===== src/pfs_pkg.sv =====
`default_nettype none

package pfs_pkg;

    localparam int CFG_ADDR_W = 2;
    localparam int CFG_DATA_W = 16;
    localparam int TIMER_W    = 16;
    localparam int S_TDATA_W  = 8;
    localparam int M_TDATA_W  = 16;

    localparam logic [CFG_ADDR_W-1:0] REG_POLL_PERIOD      = 2'd0;
    localparam logic [CFG_ADDR_W-1:0] REG_WORKFLOW_TIMEOUT = 2'd1;
    localparam logic [CFG_ADDR_W-1:0] REG_RETRY_DELAY      = 2'd2;
    localparam logic [CFG_ADDR_W-1:0] REG_EXIT_DELAY       = 2'd3;

    localparam logic [TIMER_W-1:0] POLL_PERIOD_RST      = 16'd300;
    localparam logic [TIMER_W-1:0] WORKFLOW_TIMEOUT_RST = 16'd10000;
    localparam logic [TIMER_W-1:0] RETRY_DELAY_RST      = 16'd350;
    localparam logic [TIMER_W-1:0] EXIT_DELAY_RST       = 16'd300;

    localparam int FLAG_FRONT = 0;
    localparam int FLAG_REAR  = 1;
    localparam int FLAG_FLASH = 2;
    localparam int FLAG_DIR   = 3;
    localparam int FLAG_FAULT = 4;
    localparam int FLAG_W     = 5;

    typedef logic [FLAG_W-1:0] flags_t;

    typedef enum logic [2:0] {
        STAGE_HALT   = 3'd0,
        STAGE_WAIT   = 3'd1,
        STAGE_FEED   = 3'd2,
        STAGE_OUT    = 3'd3,
        STAGE_NOTIFY = 3'd4,
        STAGE_EJECT  = 3'd5
    } stage_t;

    typedef struct packed {
        logic [TIMER_W-1:0] poll_period;
        logic [TIMER_W-1:0] workflow_timeout;
        logic [TIMER_W-1:0] retry_delay;
        logic [TIMER_W-1:0] exit_delay;
    } cfg_t;

    typedef struct packed {
        logic kind;
        logic sensor_entry;
        logic sensor_middle;
        logic sensor_exit;
        logic front_turning;
        logic rear_turning;
    } item_t;

    typedef struct packed {
        logic   awaiting_host;
        logic   jam_report;
        logic   out_of_paper_notice;
        logic   capture_request;
        flags_t flags;
        stage_t stage_now;
    } result_t;

endpackage

`default_nettype wire


===== src/pfs_cfg_regs.sv =====
`default_nettype none

module pfs_cfg_regs (
    input  wire logic                           aclk,
    input  wire logic                           aresetn,
    input  wire logic                           cfg_we,
    input  wire logic [pfs_pkg::CFG_ADDR_W-1:0] cfg_addr,
    input  wire logic [pfs_pkg::CFG_DATA_W-1:0] cfg_wdata,
    output pfs_pkg::cfg_t                       cfg
);
    import pfs_pkg::*;

    cfg_t cfg_reg;
    cfg_t cfg_next;

    always_comb begin
        cfg_next = cfg_reg;
        if (cfg_we) begin
            case (cfg_addr)
                REG_POLL_PERIOD:      cfg_next.poll_period      = cfg_wdata;
                REG_WORKFLOW_TIMEOUT: cfg_next.workflow_timeout = cfg_wdata;
                REG_RETRY_DELAY:      cfg_next.retry_delay      = cfg_wdata;
                REG_EXIT_DELAY:       cfg_next.exit_delay       = cfg_wdata;
                default:              cfg_next = cfg_reg;
            endcase
        end
    end

    always_ff @(posedge aclk) begin
        if (!aresetn) begin
            cfg_reg.poll_period      <= POLL_PERIOD_RST;
            cfg_reg.workflow_timeout <= WORKFLOW_TIMEOUT_RST;
            cfg_reg.retry_delay      <= RETRY_DELAY_RST;
            cfg_reg.exit_delay       <= EXIT_DELAY_RST;
        end else begin
            cfg_reg <= cfg_next;
        end
    end

    assign cfg = cfg_reg;

endmodule

`default_nettype wire


===== src/pfs_step.sv =====
`default_nettype none

module pfs_step (
    input  wire logic  aclk,
    input  wire logic  aresetn,
    input  pfs_pkg::cfg_t    cfg,
    input  wire logic  item_advance,
    input  pfs_pkg::item_t   item,
    output pfs_pkg::result_t result
);
    import pfs_pkg::*;

    localparam logic [TIMER_W-1:0] TIMER_MAX = '1;
    localparam logic [TIMER_W-1:0] TIMER_ONE = TIMER_W'(1);

    stage_t             stage_reg, stage_next;
    logic [TIMER_W-1:0] poll_timer_reg, poll_timer_next;
    logic [TIMER_W-1:0] refresh_reg, refresh_next;
    logic [TIMER_W-1:0] exit_cnt_reg, exit_cnt_next;
    logic               paused_reg, paused_next;
    flags_t             flags_reg, flags_next;
    logic               cap, oop, jam;
    logic               ent, mid, ext;

    function automatic logic [TIMER_W-1:0] at_least_one(input logic [TIMER_W-1:0] v);
        return (v == '0) ? TIMER_ONE : v;
    endfunction

    assign ent = item.sensor_entry;
    assign mid = item.sensor_middle;
    assign ext = item.sensor_exit;

    always_comb begin
        stage_next      = stage_reg;
        poll_timer_next = poll_timer_reg;
        refresh_next    = refresh_reg;
        exit_cnt_next   = exit_cnt_reg;
        paused_next     = paused_reg;
        flags_next      = flags_reg;
        cap             = 1'b0;
        oop             = 1'b0;
        jam             = 1'b0;

        if (item.kind) begin
            paused_next = 1'b0;
        end else begin
            if (poll_timer_next != TIMER_MAX) begin
                poll_timer_next = poll_timer_next + TIMER_ONE;
            end
            if (exit_cnt_reg != '0) begin
                exit_cnt_next = exit_cnt_reg - TIMER_ONE;
                if (exit_cnt_next == '0) begin
                    flags_next[FLAG_FRONT] = 1'b0;
                    flags_next[FLAG_REAR]  = 1'b0;
                    flags_next[FLAG_FLASH] = 1'b0;
                    stage_next             = STAGE_WAIT;
                end
            end else begin
                if (refresh_reg != '0) begin
                    refresh_next = refresh_reg - TIMER_ONE;
                    if (refresh_next == '0) begin
                        if (ent && mid && ext) begin
                            flags_next  = '0;
                            paused_next = 1'b0;
                            stage_next  = STAGE_WAIT;
                        end else begin
                            if (!ent || !mid) begin
                                flags_next[FLAG_FRONT] = 1'b1;
                            end
                            if (!ext) begin
                                flags_next[FLAG_REAR] = 1'b1;
                            end
                            refresh_next = at_least_one(cfg.retry_delay);
                        end
                    end
                end
                if (!paused_next && (poll_timer_next > cfg.poll_period)) begin
                    poll_timer_next = '0;
                    case (stage_next)
                        STAGE_WAIT: begin
                            flags_next[FLAG_DIR] = ~flags_next[FLAG_DIR];
                            if (!ent) begin
                                flags_next[FLAG_DIR]   = 1'b0;
                                flags_next[FLAG_FRONT] = 1'b1;
                                stage_next             = STAGE_FEED;
                                refresh_next = at_least_one(cfg.workflow_timeout);
                            end
                        end
                        STAGE_FEED: begin
                            if (!ext) begin
                                flags_next[FLAG_FRONT] = 1'b0;
                                flags_next[FLAG_FLASH] = 1'b1;
                                cap                    = 1'b1;
                                paused_next            = 1'b1;
                                stage_next             = STAGE_OUT;
                                refresh_next = at_least_one(cfg.workflow_timeout);
                            end
                        end
                        STAGE_OUT: begin
                            if (!flags_next[FLAG_FRONT] && !flags_next[FLAG_REAR]) begin
                                flags_next[FLAG_FRONT] = 1'b1;
                                flags_next[FLAG_REAR]  = 1'b1;
                            end
                            if (ent && mid) begin
                                flags_next[FLAG_FRONT] = 1'b0;
                                cap                    = 1'b1;
                                paused_next            = 1'b1;
                                stage_next             = STAGE_NOTIFY;
                                refresh_next = at_least_one(cfg.workflow_timeout);
                            end
                        end
                        STAGE_NOTIFY: begin
                            oop          = 1'b1;
                            stage_next   = STAGE_EJECT;
                            refresh_next = '0;
                        end
                        STAGE_EJECT: begin
                            if (ext) begin
                                if (cfg.exit_delay == '0) begin
                                    flags_next[FLAG_FRONT] = 1'b0;
                                    flags_next[FLAG_REAR]  = 1'b0;
                                    flags_next[FLAG_FLASH] = 1'b0;
                                    stage_next             = STAGE_WAIT;
                                end else begin
                                    exit_cnt_next = cfg.exit_delay;
                                end
                            end
                        end
                        default: begin
                        end
                    endcase
                    if ((exit_cnt_next == '0) && flags_next[FLAG_FRONT]
                            && flags_next[FLAG_REAR]) begin
                        if (!(item.front_turning && item.rear_turning)) begin
                            flags_next[FLAG_FAULT] = 1'b1;
                            jam                    = 1'b1;
                            stage_next             = STAGE_HALT;
                        end else begin
                            flags_next[FLAG_FAULT] = 1'b0;
                        end
                    end
                end
            end
        end
    end

    always_ff @(posedge aclk) begin
        if (!aresetn) begin
            stage_reg      <= STAGE_HALT;
            poll_timer_reg <= '0;
            refresh_reg    <= TIMER_ONE;
            exit_cnt_reg   <= '0;
            paused_reg     <= 1'b1;
            flags_reg      <= '0;
        end else if (item_advance) begin
            stage_reg      <= stage_next;
            poll_timer_reg <= poll_timer_next;
            refresh_reg    <= refresh_next;
            exit_cnt_reg   <= exit_cnt_next;
            paused_reg     <= paused_next;
            flags_reg      <= flags_next;
        end
    end

    always_comb begin
        result.stage_now           = stage_next;
        result.flags               = flags_next;
        result.capture_request     = cap;
        result.out_of_paper_notice = oop;
        result.jam_report          = jam;
        result.awaiting_host       = paused_next;
    end

endmodule

`default_nettype wire


===== src/paper_feed_sequencer.sv =====
// Channel   Direction  tdata (lowest bit up)                         tuser
// s_        in         sensor_entry, sensor_middle, sensor_exit,      kind
//                      front_turning, rear_turning, 3 zero bits
// m_        out        stage_now[2:0], front_motor_on, rear_motor_on, -
//                      flash_led, direction_led, fault_led,
//                      capture_request, out_of_paper_notice,
//                      jam_report, awaiting_host, 4 zero bits
// cfg_      in         write enable, register index, 16-bit value     -
//
// One transfer is accepted every cycle while the result register is not stalled; each result
// is computed from the input register and held in the result register. The throughput is
// set by the state update between the input register and the result register.
// Synchronous active-low reset restores the register defaults and the idle, paused state.
// A stalled result register holds its transfer while the input register still accepts one.
`default_nettype none

module paper_feed_sequencer (
    input  wire logic                           aclk,
    input  wire logic                           aresetn,
    input  wire logic                           s_tvalid,
    output      logic                           s_tready,
    // sensor_entry, sensor_middle, sensor_exit, front_turning, rear_turning
    input  wire logic [pfs_pkg::S_TDATA_W-1:0]  s_tdata,
    // kind
    input  wire logic                           s_tuser,
    output      logic                           m_tvalid,
    input  wire logic                           m_tready,
    // stage_now[2:0], front_motor_on, rear_motor_on, flash_led, direction_led,
    // fault_led, capture_request, out_of_paper_notice, jam_report, awaiting_host
    output      logic [pfs_pkg::M_TDATA_W-1:0]  m_tdata,
    input  wire logic                           cfg_we,
    input  wire logic [pfs_pkg::CFG_ADDR_W-1:0] cfg_addr,
    input  wire logic [pfs_pkg::CFG_DATA_W-1:0] cfg_wdata
);
    import pfs_pkg::*;

    localparam int RESULT_W = $bits(result_t);

    cfg_t    cfg;
    result_t result;
    item_t   in_item_reg, in_item_next;
    logic    in_valid_reg, in_valid_next;
    logic    out_valid_reg, out_valid_next;
    logic [M_TDATA_W-1:0] out_data_reg, out_data_next;
    logic    advance;

    pfs_cfg_regs u_cfg (
        .aclk      (aclk),
        .aresetn   (aresetn),
        .cfg_we    (cfg_we),
        .cfg_addr  (cfg_addr),
        .cfg_wdata (cfg_wdata),
        .cfg       (cfg)
    );

    pfs_step u_step (
        .aclk         (aclk),
        .aresetn      (aresetn),
        .cfg          (cfg),
        .item_advance (advance),
        .item         (in_item_reg),
        .result       (result)
    );

    assign advance  = in_valid_reg && (!out_valid_reg || m_tready);
    assign s_tready = !in_valid_reg || advance;

    always_comb begin
        in_valid_next = in_valid_reg;
        in_item_next  = in_item_reg;
        if (s_tready) begin
            in_valid_next = s_tvalid;
            in_item_next.kind          = s_tuser;
            in_item_next.sensor_entry  = s_tdata[0];
            in_item_next.sensor_middle = s_tdata[1];
            in_item_next.sensor_exit   = s_tdata[2];
            in_item_next.front_turning = s_tdata[3];
            in_item_next.rear_turning  = s_tdata[4];
        end
    end

    always_comb begin
        out_valid_next = out_valid_reg;
        out_data_next  = out_data_reg;
        if (advance) begin
            out_valid_next = 1'b1;
            out_data_next  = {(M_TDATA_W - RESULT_W)'(0), result};
        end else if (m_tready) begin
            out_valid_next = 1'b0;
        end
    end

    always_ff @(posedge aclk) begin
        if (!aresetn) begin
            in_valid_reg  <= 1'b0;
            out_valid_reg <= 1'b0;
        end else begin
            in_valid_reg  <= in_valid_next;
            out_valid_reg <= out_valid_next;
        end
    end

    always_ff @(posedge aclk) begin
        in_item_reg  <= in_item_next;
        out_data_reg <= out_data_next;
    end

    assign m_tvalid = out_valid_reg;
    assign m_tdata  = out_data_reg;

`ifndef SYNTH
    a_capture_pauses: assert property (@(posedge aclk) disable iff (!aresetn)
        m_tvalid && m_tdata[8] |-> m_tdata[11])
        else $error("capture request without paused polling");

    a_jam_idles: assert property (@(posedge aclk) disable iff (!aresetn)
        m_tvalid && m_tdata[10] |-> (m_tdata[2:0] == STAGE_HALT) && m_tdata[7])
        else $error("jam report without idle stage and fault LED");

    a_notice_ejects: assert property (@(posedge aclk) disable iff (!aresetn)
        m_tvalid && m_tdata[9] |-> (m_tdata[2:0] == STAGE_EJECT) || m_tdata[10])
        else $error("out-of-paper notice outside the eject stage");

    a_ready_when_free: assert property (@(posedge aclk) disable iff (!aresetn)
        !m_tvalid |-> s_tready)
        else $error("input stalled while the result register is empty");
`endif

endmodule

`default_nettype wire


===== config.mk =====
export PLATFORM = sky130hd
export DESIGN_NAME = paper_feed_sequencer
export DESIGN_NICKNAME = d
export VERILOG_FILES = /design/src/pfs_pkg.sv /design/src/pfs_cfg_regs.sv /design/src/pfs_step.sv /design/src/paper_feed_sequencer.sv
export SDC_FILE = /design/constraint.sdc
export NUM_CORES = 1
export LEC_CHECK = 0
export BUFFER_PORTS_ARGS = -buffer_cell sky130_fd_sc_hd__buf_2
export CORE_AREA = 4 4 127 129
export DETAILED_ROUTE_END_ITERATION = 16
export DIE_AREA = 0 0 131 133
export PLACE_DENSITY = 0.73
export SLEW_MARGIN = 5
export SYNTH_ARGS = -nofsm -noshare
export SYNTH_HDL_FRONTEND = slang
export SYNTH_HIERARCHICAL = 1
export SYNTH_SLANG_ARGS = --single-unit
export TNS_END_PERCENT = 10

===== constraint.sdc =====
create_clock -name aclk -period 7.2 [get_ports aclk]
set_input_delay 1.08 -clock aclk [delete_from_list [all_inputs] [get_ports aclk]]
set_output_delay 1.08 -clock aclk [all_outputs]
set_load 0.02 [all_outputs]

Word-level counts from Yosys, hierarchy flattened

Index checks and enable logic that the tools add are counted.

Input bits: 32
Register bits: 141

$lt $le $gt $ge: 1
Bitwise gates (word level): 5
Mux-type cells: 89
Reduce and logical (&&, ||, !) cells: 38
Add/sub/neg operators: 3
Equality and inequality tests: 9

Operator list:

| kind                  | number |
|---|---|
| $mux 16               | 21 |
| $logic_not 16->1      | 6 |
| $pmux 16 s4           | 1 |
| $mux 3                | 21 |
| $reduce_bool 16->1    | 2 |
| $sub 16x1->16 const B | 2 |
| $mux 1                | 31 |
| $mux 5                | 6 |
| $add 16x1->16 const B | 1 |
| $gt 16x16->1          | 1 |
| $ne 16x16->1 const B  | 1 |
| $pmux 3 s5            | 1 |
| $reduce_and 2->1      | 5 |
| $logic_and 1x1->1     | 8 |
| $pmux 1 s2            | 4 |
| $logic_not 1->1       | 7 |
| $eq 3x2->1 const B    | 2 |
| $eq 3x3->1 const B    | 2 |
| $mux 2                | 3 |
| $reduce_and 3->1      | 2 |
| $not 1->1             | 5 |
| $eq 2x2->1 const B    | 2 |
| $pmux 1 s4            | 1 |
| $reduce_bool 2->1     | 2 |
| 6 further kinds       | 8 |

Logic depth before layout (Yosys ltp)

Gate-level depths: netlist of run 1.

Depth in word-level cells: 22
Gate-level depth with buffers: 21
Depth with buffers taken out: 18

Hierarchy

Netlist of run 1, hierarchy kept.

Modules (own cells, without submodules):

| module               | instances | area an instance (um2) | cells an instance |
|---|---|---|---|
| pfs_step             | 1         | 5024.8                 | 718 |
| pfs_cfg_regs         | 1         | 2481.1                 | 242 |
| paper_feed_sequencer | 1         | 655.6                  | 31 |

Least setup slack after synthesis of run 1

Ideal clock, no wire load.

Path type: register to register
Start: register u_step.poll_timer_reg[6]
End: register u_step.exit_cnt_reg[10]
Arrival: 3836 ps
Cell stages (with the launch flop): 21
Path slack: 3248 ps
Setup time: 115 ps
Cell sequence: dfxtp_1 -> clkbuf_1 -> and4_1 -> nand3_1 -> nor2_1 -> nand3_1 -> nand2b_1 -> nor2_1 -> xor2_1 -> ha_1 -> a21o_1 -> a21o_1 -> a211oi_1 -> o21ai_0 -> o21a_1 -> and2_1 -> buf_2 -> o21ai_1 -> nor4_1 -> xor2_1 -> and3_1

Word-level cells in the longest chain between the ends: 7
Elaborated cells between the ends (all ways): 8
Those cells by class: add/sub: 1; order compare: 1; eq/ne: 1; mux: 2; reduce/logical: 3

Ends and longest elaborated chain:

| what                                          | RTL line                       | RTL |
|---|---|---|
| from (decl)                                   | pfs_step.sv:17                 | `logic [TIMER_W-1:0] poll_timer_reg, poll_timer_next;` |
| from (signal assigned)                        | pfs_step.sv:157                | `poll_timer_reg <= poll_timer_next;` |
| $add 16x1->16 or $ne 16x16->1 (tied branches) | pfs_step.sv:48, pfs_step.sv:47 |  |
| $mux 16 (*)                                   | pfs_step.sv:47                 | `if (poll_timer_next != TIMER_MAX) begin` |
| $mux 16 (*)                                   | pfs_step.sv:44                 | `if (item.kind) begin` |
| $gt 16x16->1 (*)                              | pfs_step.sv:77                 | `if (!paused_next && (poll_timer_next > cfg.poll_period)) begin` |
| $logic_and 1x1->1 (*)                         | pfs_step.sv:77                 |  |
| $reduce_bool 2->1 (no line) (*)               | --                             |  |
| $reduce_and 3->1 (no line) (*)                | --                             |  |
| to (signal assigned)                          | pfs_step.sv:159                | `exit_cnt_reg <= exit_cnt_next;` |
| to (decl)                                     | pfs_step.sv:19                 | `logic [TIMER_W-1:0] exit_cnt_reg, exit_cnt_next;` |

Mark *: on every way between the ends. The rest lies on a longest branch, timed or not. The select of a mux whose other input is x is not followed.
A chain may end at the register's enable or synchronous reset.

Worst setup path in the final report of run 1

Start: register u_step.poll_timer_reg[6]
End: register u_step.exit_cnt_reg[8]

The elaborated chain is that of the path after synthesis.

==> run summary, run 1 <==
met2 GRT Util - 37.39%
GRT met3 Usage - 5.894%
Die Area - 0.01742 mm^2
IO Port Bufs - 42
layout cells sized above 1 - 10.88%
share of flip-flops with an asynchronous set or reset - 0%
Slew Limit Fails - 0
Initial Util - 54.29%
WP data arrival - 5.16 ns
synth top area cells - dfxtp_1 30%, mux2i_1 7.8%, nand2_1 7.5%, edfxtp_1 6.6%, nor2_1 3.6%
Pleak - 3.730 nW
post-route clock period utilization - 67.62%
final WL - 20,710 um
Total Routing Usage GR - 24.58%
r2r startpoint - u_step/poll_timer_reg[6]
max reg flops - 64
layout net count - 1,052
Crit path buffers/inverters - 0
final hold violation count - 0
mapped cell area - 0.008162 mm^2
Final Non-Filler Cells - 1,199
Worst Setup SP - u_step/poll_timer_reg[6]
RSZ-0062 raised after global routing - false
Die Y - 133 um
Synth Warn # - 6
hold path startpoint - u_cfg/cfg[49]
first-pass GRT wire length - 34,110 um
n_diodes - 0
row count - 45
Via density - 6.018
CTS Buffer Depth - 2
Routed WL per cell - 17.27 um
Post-Synthesis Cells - 991
largest net degree at the start of global routing - 67
post-place setup slack - 2.446 ns
CP Capture Type - register
Least-Margin Pin Slew - 1.186 ns
number of global-route vias before repair - 6,731
crit-path max FO - 10
width of the chip - 131 um
synth cell count leaders - 162 x nand2_1, 123 x dfxtp_1, 78 x nor2_1, 64 x mux2i_1, 53 x o21ai_0
Worst IR Drop VDD - 184.8 uV
Slew headroom - 20.66%
H-tree levels - 4
maximum clock rate - 205.4 MHz
placed insts - 1,167
worst path cell trace - and4_1 -> nand3_1 -> nor2_1 -> nand3_1 -> nand2b_1 -> nor2_1 -> xor2_1 -> ha_1 -> a21o_1 -> a21o_1 -> a211oi_1 -> o21ai_0 -> o21a_1 -> and2_1 -> o21ai_1 -> nor2_1 -> o21ai_0 -> a21oi_1
total power - 2.219 mW
Startpoint Class - register
CP peak stage delay - 0.62 ns
setup tns final - 0 ns
Core ar. - 0.01503 mm^2
I/O pin count - 50
most common cell in the synthesized netlist - nand2_1
worst hold path type - register to register
total grt overflow - 0
CP max stage cell - o21ai_1
post-CTS setup buffer count - 0
DR pass1 iterations - 6
busiest layer in global routing - met2
power per cell area - 247.3 mW/mm^2
hold buffer count at cts - 0
minimum clock period - 4.868 ns
GPL Wtd Cong - 0.8968
initial antenna violation count - 0
number of synthesized flops with an enable pin - 18
sequential share of the synthesized area - 36.79%
remaining antenna violation count after routing - 0
CTS resizes - 0
crit path kind - register to register
max cap viols - 0
synth unique cells - 72
Final Setup Violations - 0
HPWL Detailed - 14,430 um
Synth area leader - dfxtp_1
status - complete, no violations
final setup margin - 2.332 ns
Post-synth top flop - dfxtp_1
Fillers - 1,353
#FFs+latches synth - 141
worst skew pair latency - 0.43 ns
CTS buffer count - 17
CTS tree - built
post-synth top area share - 30.17%
area grow syn2layout - 9.934%
Avg Synthesized Cell Area - 8.236 um^2
Top cell by count, worst path - nor2_1
clk slew on worst S/H paths - 0.06 ns
Starting DRT DRC Count - 797
utilization after layout - 59.68%
worst clock skew - 0.008392 ns
delay-heaviest family, CP - simple AND/OR/NAND/NOR gates
clock root cell - clkbuf_16
via count - 7,215
Worst EP required - 7.49 ns
met1 Track Usage GR - 33.41%
CTS Sinks - 141
DRC viols - 0
cells by family after synthesis:
logic type | share of synthesized area (%)
other | 0.04595
DFF | 36.79
buffers and inverters | 5.473
xor gates and xnor gates | 3.112
and+or+nand+nor | 27.30
AOI/OAI and AO/OA | 15.91
muxes | 7.987
adders and majority gates | 3.373
routing by layer:
metal / up-vias / routed length (um) / share of wire, %
met5: - / 0 / 0
met4: 0 / 669 / 3.2
met3: 49 / 1484 / 7.2
met2: 319 / 9333 / 45
met1: 3306 / 9219 / 45
li1: 3541 / - / -
per-stage QoR:
stage	instance area, um^2	hold WS, ns
final	8972	0.4622
after global routing	8972	0.4852
after global placement	8351	0.4442
after detailed placement	8351	0.4535
after floorplan	8173	0.4347
after CTS	8972	0.4605
where the power goes:
group / internal (mW) / leakage [nW] / total, mW / switching [mW]
Sequential: 0.831 / 1.18 / 0.869 / 0.0379
Clock: 0.561 / 0.299 / 0.920 / 0.359
Combinational: 0.153 / 2.25 / 0.430 / 0.277
Total: 1.55 / 3.73 / 2.22 / 0.674
path summary, 6_finish.rpt:
kind                                 end  slack (ns)  cells after the start
setup / recovery  u_step/exit_cnt_reg[8]        2.33                     18
hold / removal             u_cfg/cfg[49]        0.46                      2
setup reg to reg  u_step/exit_cnt_reg[8]        2.33                     18
hold reg to reg            u_cfg/cfg[49]        0.46                      2
tightest hold or removal path: cells and delay by family (launching register included):
family           cells  cell delay (ns)
flip-flops           1             0.32
AND/OR/NAND/NOR      1             0.05
multiplexers         1             0.05
layout make-up:
type	count	area [um^2]	share of cell area (%)
Clock inverter	14	182.7	2.036
Timing Repair Buffer	50	272.8	3.040
Sequential cell	141	3003	33.47
Inverter	31	116.4	1.297
Multi-Input combinational cell	757	4723	52.64
Clock buffer	18	439.2	4.895
Tap cell	188	235.2	2.622
cells in the final DEF (no fill, tap or decap), drive strengths merged, types with 29 or more instances in the layout:
master,netlist,layout
dfxtp,123,123
inv,31,35
o21ai,62,62
buf,25,50
mux2i,64,64
nor2,80,80
nand2,162,162
nor2b,29,29
a21oi,53,53
Power figures use the tool's default switching activity.
==> run 2, diff against run 1 <==
--- a/config.mk
+++ b/config.mk
@@ -9,7 +9,7 @@
 export CORE_AREA = 4 4 127 129
 export DETAILED_ROUTE_END_ITERATION = 16
 export DIE_AREA = 0 0 131 133
-export PLACE_DENSITY = 0.73
+export PLACE_DENSITY = 0.75
 export SLEW_MARGIN = 5
 export SYNTH_ARGS = -nofsm -noshare
 export SYNTH_HDL_FRONTEND = slang
==> constraint.sdc (replaced) <==
create_clock -name aclk -period 4.1 [get_ports aclk]
set_input_delay 0.615 -clock aclk [delete_from_list [all_inputs] [get_ports aclk]]
set_output_delay 0.615 -clock aclk [all_outputs]
set_load 0.02 [all_outputs]
==> run 2 against run 1 <==
Compared with the run above: critical path depth increased by 1; final cell count up 1.3%; clock skew grew 0.00095 ns; global-route usage shrank 0.49 points; power is 70% higher; combinational power rose by 81%; sequential share of layout area fell by 0.38 points; non-clock buffer count increased by 16; largest cell class unchanged; highest routed layer unchanged.
==> run summary, run 2 (synthesized netlist as in run 1, its figures left out) <==
delay-heaviest family, CP - simple AND/OR/NAND/NOR gates (unchanged)
Core ar. - 0.01503 mm^2 (unchanged)
Total Routing Usage GR - 24.08% (was 24.58%)
max cap viols - 0 (unchanged)
Die Area - 0.01742 mm^2 (unchanged)
crit path kind - register to register (unchanged)
layout net count - 1,068 (was 1,052)
RSZ-0062 raised after global routing - false (unchanged)
CTS Sinks - 141 (unchanged)
Slew Limit Fails - 0 (unchanged)
GPL Wtd Cong - 0.9188 (was 0.8968)
IO Port Bufs - 42 (unchanged)
worst path cell trace - and4_1 -> nand3_2 -> nor2_4 -> and3_2 -> nor2_1 -> nand4_1 -> xnor2_1 -> ha_1 -> a21o_1 -> a21o_1 -> a211oi_1 -> o21ai_0 -> o21a_2 -> and2_2 -> o21ai_1 -> buf_4 -> nor4_1 -> xor2_1 -> and3_1 (was and4_1 -> nand3_1 -> nor2_1 -> nand3_1 -> nand2b_1 -> nor2_1 -> xor2_1 -> ha_1 -> a21o_1 -> a21o_1 -> a211oi_1 -> o21ai_0 -> o21a_1 -> and2_1 -> o21ai_1 -> nor2_1 -> o21ai_0 -> a21oi_1)
final WL - 20,920 um (was 20,710 um)
post-CTS setup buffer count - 0 (unchanged)
Via density - 6.076 (was 6.018)
HPWL Detailed - 14,550 um (was 14,430 um)
r2r startpoint - u_step/poll_timer_reg[8] (was u_step/poll_timer_reg[6])
via count - 7,382 (was 7,215)
Least-Margin Pin Slew - 0.7882 ns (was 1.186 ns)
Reg2Reg Depth - 19 (was 18)
Crit path buffers/inverters - 1 (was 0)
maximum clock rate - 256.4 MHz (was 205.4 MHz)
worst skew pair latency - 0.43 ns (about the same)
max reg flops - 64 (unchanged)
total grt overflow - 0 (unchanged)
remaining antenna violation count after routing - 0 (unchanged)
Pleak - 3.789 nW (was 3.730 nW)
post-place setup slack - -0.07170 ns (was 2.446 ns)
Top cell by count, worst path - a21o_1 (was nor2_1)
Worst IR Drop VDD - 297.7 uV (was 184.8 uV)
CP Capture Type - register (unchanged)
Fillers - 1,324 (was 1,353)
Startpoint Class - register (unchanged)
CTS tree - built (unchanged)
row count - 45 (unchanged)
largest net degree at the start of global routing - 77 (was 67)
Slew headroom - 47.30% (was 20.66%)
width of the chip - 131 um (unchanged)
area grow syn2layout - 11.24% (was 9.934%)
DR pass1 iterations - 5 (was 6)
Critical path destination - u_step/exit_cnt_reg[10] (was u_step/exit_cnt_reg[8])
final hold violation count - 0 (unchanged)
Starting DRT DRC Count - 604 (was 797)
clock root cell - clkbuf_16 (unchanged)
CTS Buffer Depth - 2 (unchanged)
worst hold path type - primary input to register (was register to register)
I/O pin count - 50 (unchanged)
Worst Setup SP - u_step/poll_timer_reg[8] (was u_step/poll_timer_reg[6])
critical path depth - 19 (was 18)
Initial Util - 54.29% (unchanged)
final hold slack - 0.3661 ns (was 0.4622 ns)
first-pass GRT wire length - 33,550 um (was 34,110 um)
utilization after layout - 60.39% (was 59.68%)
Routed WL per cell - 17.22 um (was 17.27 um)
Final Setup Violations - 0 (unchanged)
most frequent cells in the layout - 161 x nand2_1, 122 x dfxtp_1, 75 x nor2_1 (was 162 x nand2_1, 123 x dfxtp_1, 78 x nor2_1)
H-tree levels - 4 (unchanged)
n_diodes - 0 (unchanged)
Die Y - 133 um (unchanged)
DRC viols - 0 (unchanged)
CTS buffer count - 17 (unchanged)
post-route clock period utilization - 95.12% (was 67.62%)
Worst EP required - 4.43 ns (was 7.49 ns)
CP max stage cell - dfxtp_1 (was o21ai_1)
minimum clock period - 3.900 ns (was 4.868 ns)
clk slew on worst S/H paths - 0.06 ns (about the same)
power per cell area - 416.3 mW/mm^2 (was 247.3 mW/mm^2)
commonest non-fill, non-tap cell in the layout - nand2_1 (unchanged)
initial antenna violation count - 0 (unchanged)
Worst R2R End - u_step/exit_cnt_reg[10] (was u_step/exit_cnt_reg[8])
CP peak stage delay - 0.38 ns (was 0.62 ns)
crit-path max FO - 8 (was 10)
WP data arrival - 4.23 ns (was 5.16 ns)
number of global-route vias before repair - 6,715 (was 6,731)
worst clock skew - 0.009341 ns (was 0.008392 ns)
total power - 3.779 mW (was 2.219 mW)
final setup margin - 0.2000 ns (was 2.332 ns)
layout cells sized above 1 - 13.24% (was 10.88%)
status - complete, no violations (unchanged)
Worst R2R Setup Slack - 0.20 ns (was 2.33 ns)
[run 2: how the worst min path moves through the flow]
| stage | start | cells after the start | to |
|---|---|---|---|
| 6_report | s_tdata[3] | 1 | in_item_reg[1] |
| 3_5_place_dp | u_cfg/cfg[49] | 2 | u_cfg/cfg[49] |
| 4_1_cts | s_tdata[3] | 1 | in_item_reg[1] |
| 5_1_grt | s_tdata[1] | 1 | in_item_reg[3] |
| 3_3_place_gp | u_cfg/cfg[63] | 2 | u_cfg/cfg[63] |
| 2_1_floorplan | u_cfg/cfg[49] | 2 | u_cfg/cfg[49] |
[run 2: repair_timing]
item / in CTS / in global routing
cloned: 0 / 0
hold buffers: 0 / 0
endpoints found under the hold margin: 0 / 0
gates resized for setup: 4 / 8
setup endpoints to repair: 29 / 38
[run 2: per-layer routing]
| metal | GRT usage (%) | up-vias | routed length, um |
|---|---|---|---|
| li1 | - | 3573 | - |
| met3 | 5.329 | 51 | 1488 |
| met4 | 9.086 | 0 | 547 |
| met1 | 33.40 | 3474 | 9334 |
| met2 | 36.43 | 284 | 9550 |
| met5 | 0 | - | 0 |
[run 2: per-stage QoR]
stage / TNS [ns] / std cells / cell area, um^2
final: 0 / 1215 / 9079
after global routing: 0 / 1215 / 9079
after CTS: 0 / 1215 / 9054
after detailed placement: -0.5835 / 1183 / 8483
after global placement: -0.03952 / 1183 / 8483
after floorplan: 0 / 994 / 8173
[run 2: final cells by class]
cell class                 count  area [um^2]  area share [%]
multi-input combinational    757         4757           52.40
sequential                   141         3004           33.09
clock buffer                  18        429.2           4.727
timing repair buffer          66        405.4           4.465
tap                          188        235.2           2.591
clock inverter                14        131.4           1.447
inverter                      31        116.4           1.282
[run 2: power breakdown]
part / internal [mW] / switching (mW)
combinational: 0.287 / 0.492
clock: 0.843 / 0.632
sequential: 1.46 / 0.0655
total: 2.59 / 1.19
[run 2: worst reg2reg max path, stage by stage (launching register included)]
cell and delay [ns]:
dfxtp_1 0.38, and4_1 0.27, nand3_2 0.14, nor2_4 0.18
and3_2 0.25, nor2_1 0.08, nand4_1 0.10, xnor2_1 0.14
ha_1 0.27, a21o_1 0.15, a21o_1 0.17, a211oi_1 0.22
o21ai_0 0.15, o21a_2 0.29, and2_2 0.26, o21ai_1 0.14
buf_4 0.20, nor4_1 0.07, xor2_1 0.15, and3_1 0.17
==> run 3, diff against run 2 <==
--- a/config.mk
+++ b/config.mk
@@ -6,13 +6,12 @@
 export NUM_CORES = 1
 export LEC_CHECK = 0
 export BUFFER_PORTS_ARGS = -buffer_cell sky130_fd_sc_hd__buf_2
-export CORE_AREA = 4 4 127 129
+export CORE_AREA = 4 4 126 128
 export DETAILED_ROUTE_END_ITERATION = 16
-export DIE_AREA = 0 0 131 133
+export DIE_AREA = 0 0 130 132
 export PLACE_DENSITY = 0.75
 export SLEW_MARGIN = 5
 export SYNTH_ARGS = -nofsm -noshare
 export SYNTH_HDL_FRONTEND = slang
-export SYNTH_HIERARCHICAL = 1
 export SYNTH_SLANG_ARGS = --single-unit
 export TNS_END_PERCENT = 10
==> run 3 against run 2 <==
Compared with the run above: maximum frequency grew 0.42%; power grew 110%; via count grew 6.2%; final cell count grew 4.3%; utilization grew 0.24 points; combinational power grew to 5.8 times the previous value; area after synthesis shrank 2.4%; sequential power grew 24%; register-to-register slack gained 0.02 ns; count of clock-buffer cells in the layout shrank 1; critical endpoint is now u_step.flags_reg[4]; largest cell class unchanged.
==> run summary, run 3 <==
Die Y - 132 um (was 133 um)
Avg Synthesized Cell Area - 7.726 um^2 (was 8.236 um^2)
Total Routing Usage GR - 26.05% (was 24.08%)
layout net count - 1,120 (was 1,068)
crit path kind - register to register (unchanged)
r2r startpoint - u_step.poll_timer_reg[4] (was u_step/poll_timer_reg[8])
most frequent cells in the layout - 196 x nand2_1, 122 x dfxtp_1, 116 x a21oi_1 (was 161 x nand2_1, 122 x dfxtp_1, 75 x nor2_1)
hold path startpoint - s_tdata[4] (was s_tdata[3])
CP peak stage delay - 0.40 ns (was 0.38 ns)
CTS Sinks - 141 (unchanged)
width of the chip - 130 um (was 131 um)
final WL - 22,460 um (was 20,920 um)
Core ar. - 0.01486 mm^2 (was 0.01503 mm^2)
largest net degree at the start of global routing - 51 (was 77)
Slew headroom - 24.12% (was 47.30%)
delay-heaviest family, CP - simple AND/OR/NAND/NOR gates (unchanged)
synth top area cells - dfxtp_1 31%, nand2_1 9.2%, a21oi_1 7.3%, edfxtp_1 6.8%, ha_1 3.5% (was dfxtp_1 30%, mux2i_1 7.8%, nand2_1 7.5%, edfxtp_1 6.6%, nor2_1 3.6%)
hold buffer count at cts - 0 (unchanged)
remaining antenna violation count after routing - 0 (unchanged)
via count - 7,842 (was 7,382)
final design area excluding fillers - 0.009012 mm^2 (was 0.009079 mm^2)
CTS Buffer Depth - 2 (unchanged)
CTS tree - built (unchanged)
Final Non-Filler Cells - 1,267 (was 1,215)
worst path cell trace - and3_1 -> and3_1 -> and3b_1 -> nand2b_1 -> and3_4 -> nand2_1 -> and2_1 -> o21bai_1 -> ha_1 -> nand4_1 -> nor2_2 -> and3_1 -> o221a_2 -> o21a_4 -> buf_4 -> nand4_1 -> or3b_1 -> mux2_2 -> a21oi_1 (was and4_1 -> nand3_2 -> nor2_4 -> and3_2 -> nor2_1 -> nand4_1 -> xnor2_1 -> ha_1 -> a21o_1 -> a21o_1 -> a211oi_1 -> o21ai_0 -> o21a_2 -> and2_2 -> o21ai_1 -> buf_4 -> nor4_1 -> xor2_1 -> and3_1)
CP Capture Type - register (unchanged)
first-pass GRT wire length - 36,150 um (was 33,550 um)
most common cell in the synthesized netlist - nand2_1 (unchanged)
layout cells sized above 1 - 13.90% (was 13.24%)
number of synthesized flops with an enable pin - 18 (unchanged)
clk slew on worst S/H paths - 0.06 ns (about the same)
post-route clock period utilization - 94.72% (was 95.12%)
crit-path max FO - 5 (was 8)
number of global-route vias before repair - 7,102 (was 6,715)
Starting DRT DRC Count - 707 (was 604)
Post-synth top flop - dfxtp_1 (unchanged)
worst clock skew - 0.01106 ns (was 0.009341 ns)
synth cell count leaders - 196 x nand2_1, 123 x dfxtp_1, 116 x a21oi_1, 68 x nor2_1, 52 x nand3_1 (was 162 x nand2_1, 123 x dfxtp_1, 78 x nor2_1, 64 x mux2i_1, 53 x o21ai_0)
n_diodes - 0 (unchanged)
Synth area leader - dfxtp_1 (unchanged)
Top cell by count, worst path - and3_1 (was a21o_1)
Least-Margin Pin Slew - 1.133 ns (was 0.7882 ns)
WP data arrival - 4.24 ns (was 4.23 ns)
H-tree levels - 4 (unchanged)
setup tns final - 0 ns (unchanged)
worst skew pair latency - 0.43 ns (about the same)
Via density - 6.189 (was 6.076)
sequential share of the synthesized area - 37.70% (was 36.79%)
CTS buffer count - 17 (unchanged)
mapped cell area - 0.007965 mm^2 (was 0.008162 mm^2)
Pleak - 3.499 nW (was 3.789 nW)
post-placement cell area - 0.008421 mm^2 (was 0.008483 mm^2)
max reg flops - 64 (unchanged)
Post-Synthesis Cells - 1,031 (was 991)
DR pass1 iterations - 6 (was 5)
minimum clock period - 3.884 ns (was 3.900 ns)
initial antenna violation count - 0 (unchanged)
Worst EP required - 4.45 ns (was 4.43 ns)
Startpoint Class - register (unchanged)
I/O pin count - 50 (unchanged)
total grt overflow - 0 (unchanged)
final hold violation count - 0 (unchanged)
status - complete, no violations (unchanged)
post-synth top area share - 30.91% (was 30.17%)
maximum clock rate - 257.5 MHz (was 256.4 MHz)
DRC viols - 0 (unchanged)
utilization after layout - 60.63% (was 60.39%)
Crit path buffers/inverters - 1 (unchanged)
Worst Setup SP - u_step.poll_timer_reg[4] (was u_step/poll_timer_reg[8])
max cap viols - 0 (unchanged)
GPL Wtd Cong - 0.9735 (was 0.9188)
Final Setup Violations - 0 (unchanged)
row count - 45 (unchanged)
HPWL Detailed - 15,700 um (was 14,550 um)
Die Area - 0.01716 mm^2 (was 0.01742 mm^2)
final setup margin - 0.2163 ns (was 0.2000 ns)
power per cell area - 876.5 mW/mm^2 (was 416.3 mW/mm^2)
Initial Util - 53.59% (was 54.29%)
synth unique cells - 79 (was 72)
post-place setup slack - 0.1027 ns (was -0.07170 ns)
CP max stage cell - or3b_1 (was dfxtp_1)
Routed WL per cell - 17.73 um (was 17.22 um)
placed insts - 1,235 (was 1,183)
Slew Limit Fails - 0 (unchanged)
Worst IR Drop VDD - 458.5 uV (was 297.7 uV)
share of flip-flops with an asynchronous set or reset - 0% (unchanged)
worst hold path type - primary input to register (unchanged)
commonest non-fill, non-tap cell in the layout - nand2_1 (unchanged)
IO Port Bufs - 42 (unchanged)
Synth Warn # - 0 (was 6)
#FFs+latches synth - 141 (unchanged)
area grow syn2layout - 13.15% (was 11.24%)
RSZ-0062 raised after global routing - false (unchanged)
clock root cell - clkbuf_16 (unchanged)
[run 3: layer usage]
| layer | vias to the layer above | routed length (um) | track usage, % |
|---|---|---|---|
| met2 | 336 | 10200 | 39.66 |
| met3 | 58 | 1652 | 5.308 |
| met4 | 0 | 676 | 10.05 |
| met5 | - | 0 | 0 |
| met1 | 3650 | 9930 | 36.26 |
| li1 | 3798 | - | - |
[run 3: where the power goes]
part / switching, mW / internal, mW / total [mW] / leakage, nW
Sequential: 0.291 / 1.60 / 1.89 / 1.18
Combinational: 2.83 / 1.69 / 4.52 / 2.04
Clock: 0.648 / 0.842 / 1.49 / 0.281
Total: 3.77 / 4.13 / 7.90 / 3.50
[run 3: timing repair]
action                     4_1_cts  5_1_grt
resized for setup                0        8
setup endpoints to repair        0       31
buffers inserted                 0        0
[run 3: final cells by class]
type                    count  area [um^2]
repair buffers             78        484.2
clock buffers              17        425.4
flip-flops and latches    141         3004
multi-input cells         798         4618
fillers                  1394         5852
inverters                  30        112.6
well taps                 188        235.2
clock inverters            15        132.6
[run 3: cell families after synthesis]
kind of cell	after synthesis	share of synthesized area, %
xor gates and xnor gates	25	2.749
buffers and inverters	95	4.885
AOI/OAI and AO/OA	277	22.21
and+or+nand+nor	463	28.04
other	1	0.04708
adders and majority gates	22	3.456
DFF	141	37.70
muxes	7	0.9111
[run 3: worst paths after layout]
check,to,slack [ns],cells after the start
setup / recovery,u_step.flags_reg[4],0.22,19
hold / removal,in_item_reg[0],0.37,1
setup reg to reg,u_step.flags_reg[4],0.22,19
hold reg to reg,u_cfg.cfg[59],0.46,2
[run 3: worst register-to-register path: stages, from the launching register on]
cell and delay (ns):
dfxtp_1 0.33, and3_1 0.20, and3_1 0.20, and3b_1 0.20, nand2b_1 0.09, and3_4 0.20, nand2_1 0.07, and2_1 0.16
o21bai_1 0.16, ha_1 0.30, nand4_1 0.12, nor2_2 0.11, and3_1 0.20, o221a_2 0.22, o21a_4 0.17, buf_4 0.12
nand4_1 0.14, or3b_1 0.40, mux2_2 0.28, a21oi_1 0.13
[run 3: per-stage QoR]
step           power [mW]  hold WS (ns)
6_report            7.900        0.3664
5_1_grt             8.417        0.3577
4_1_cts             7.785        0.3551
3_5_place_dp        6.276        0.4467
3_3_place_gp        6.231        0.4443
2_1_floorplan       5.106        0.4361
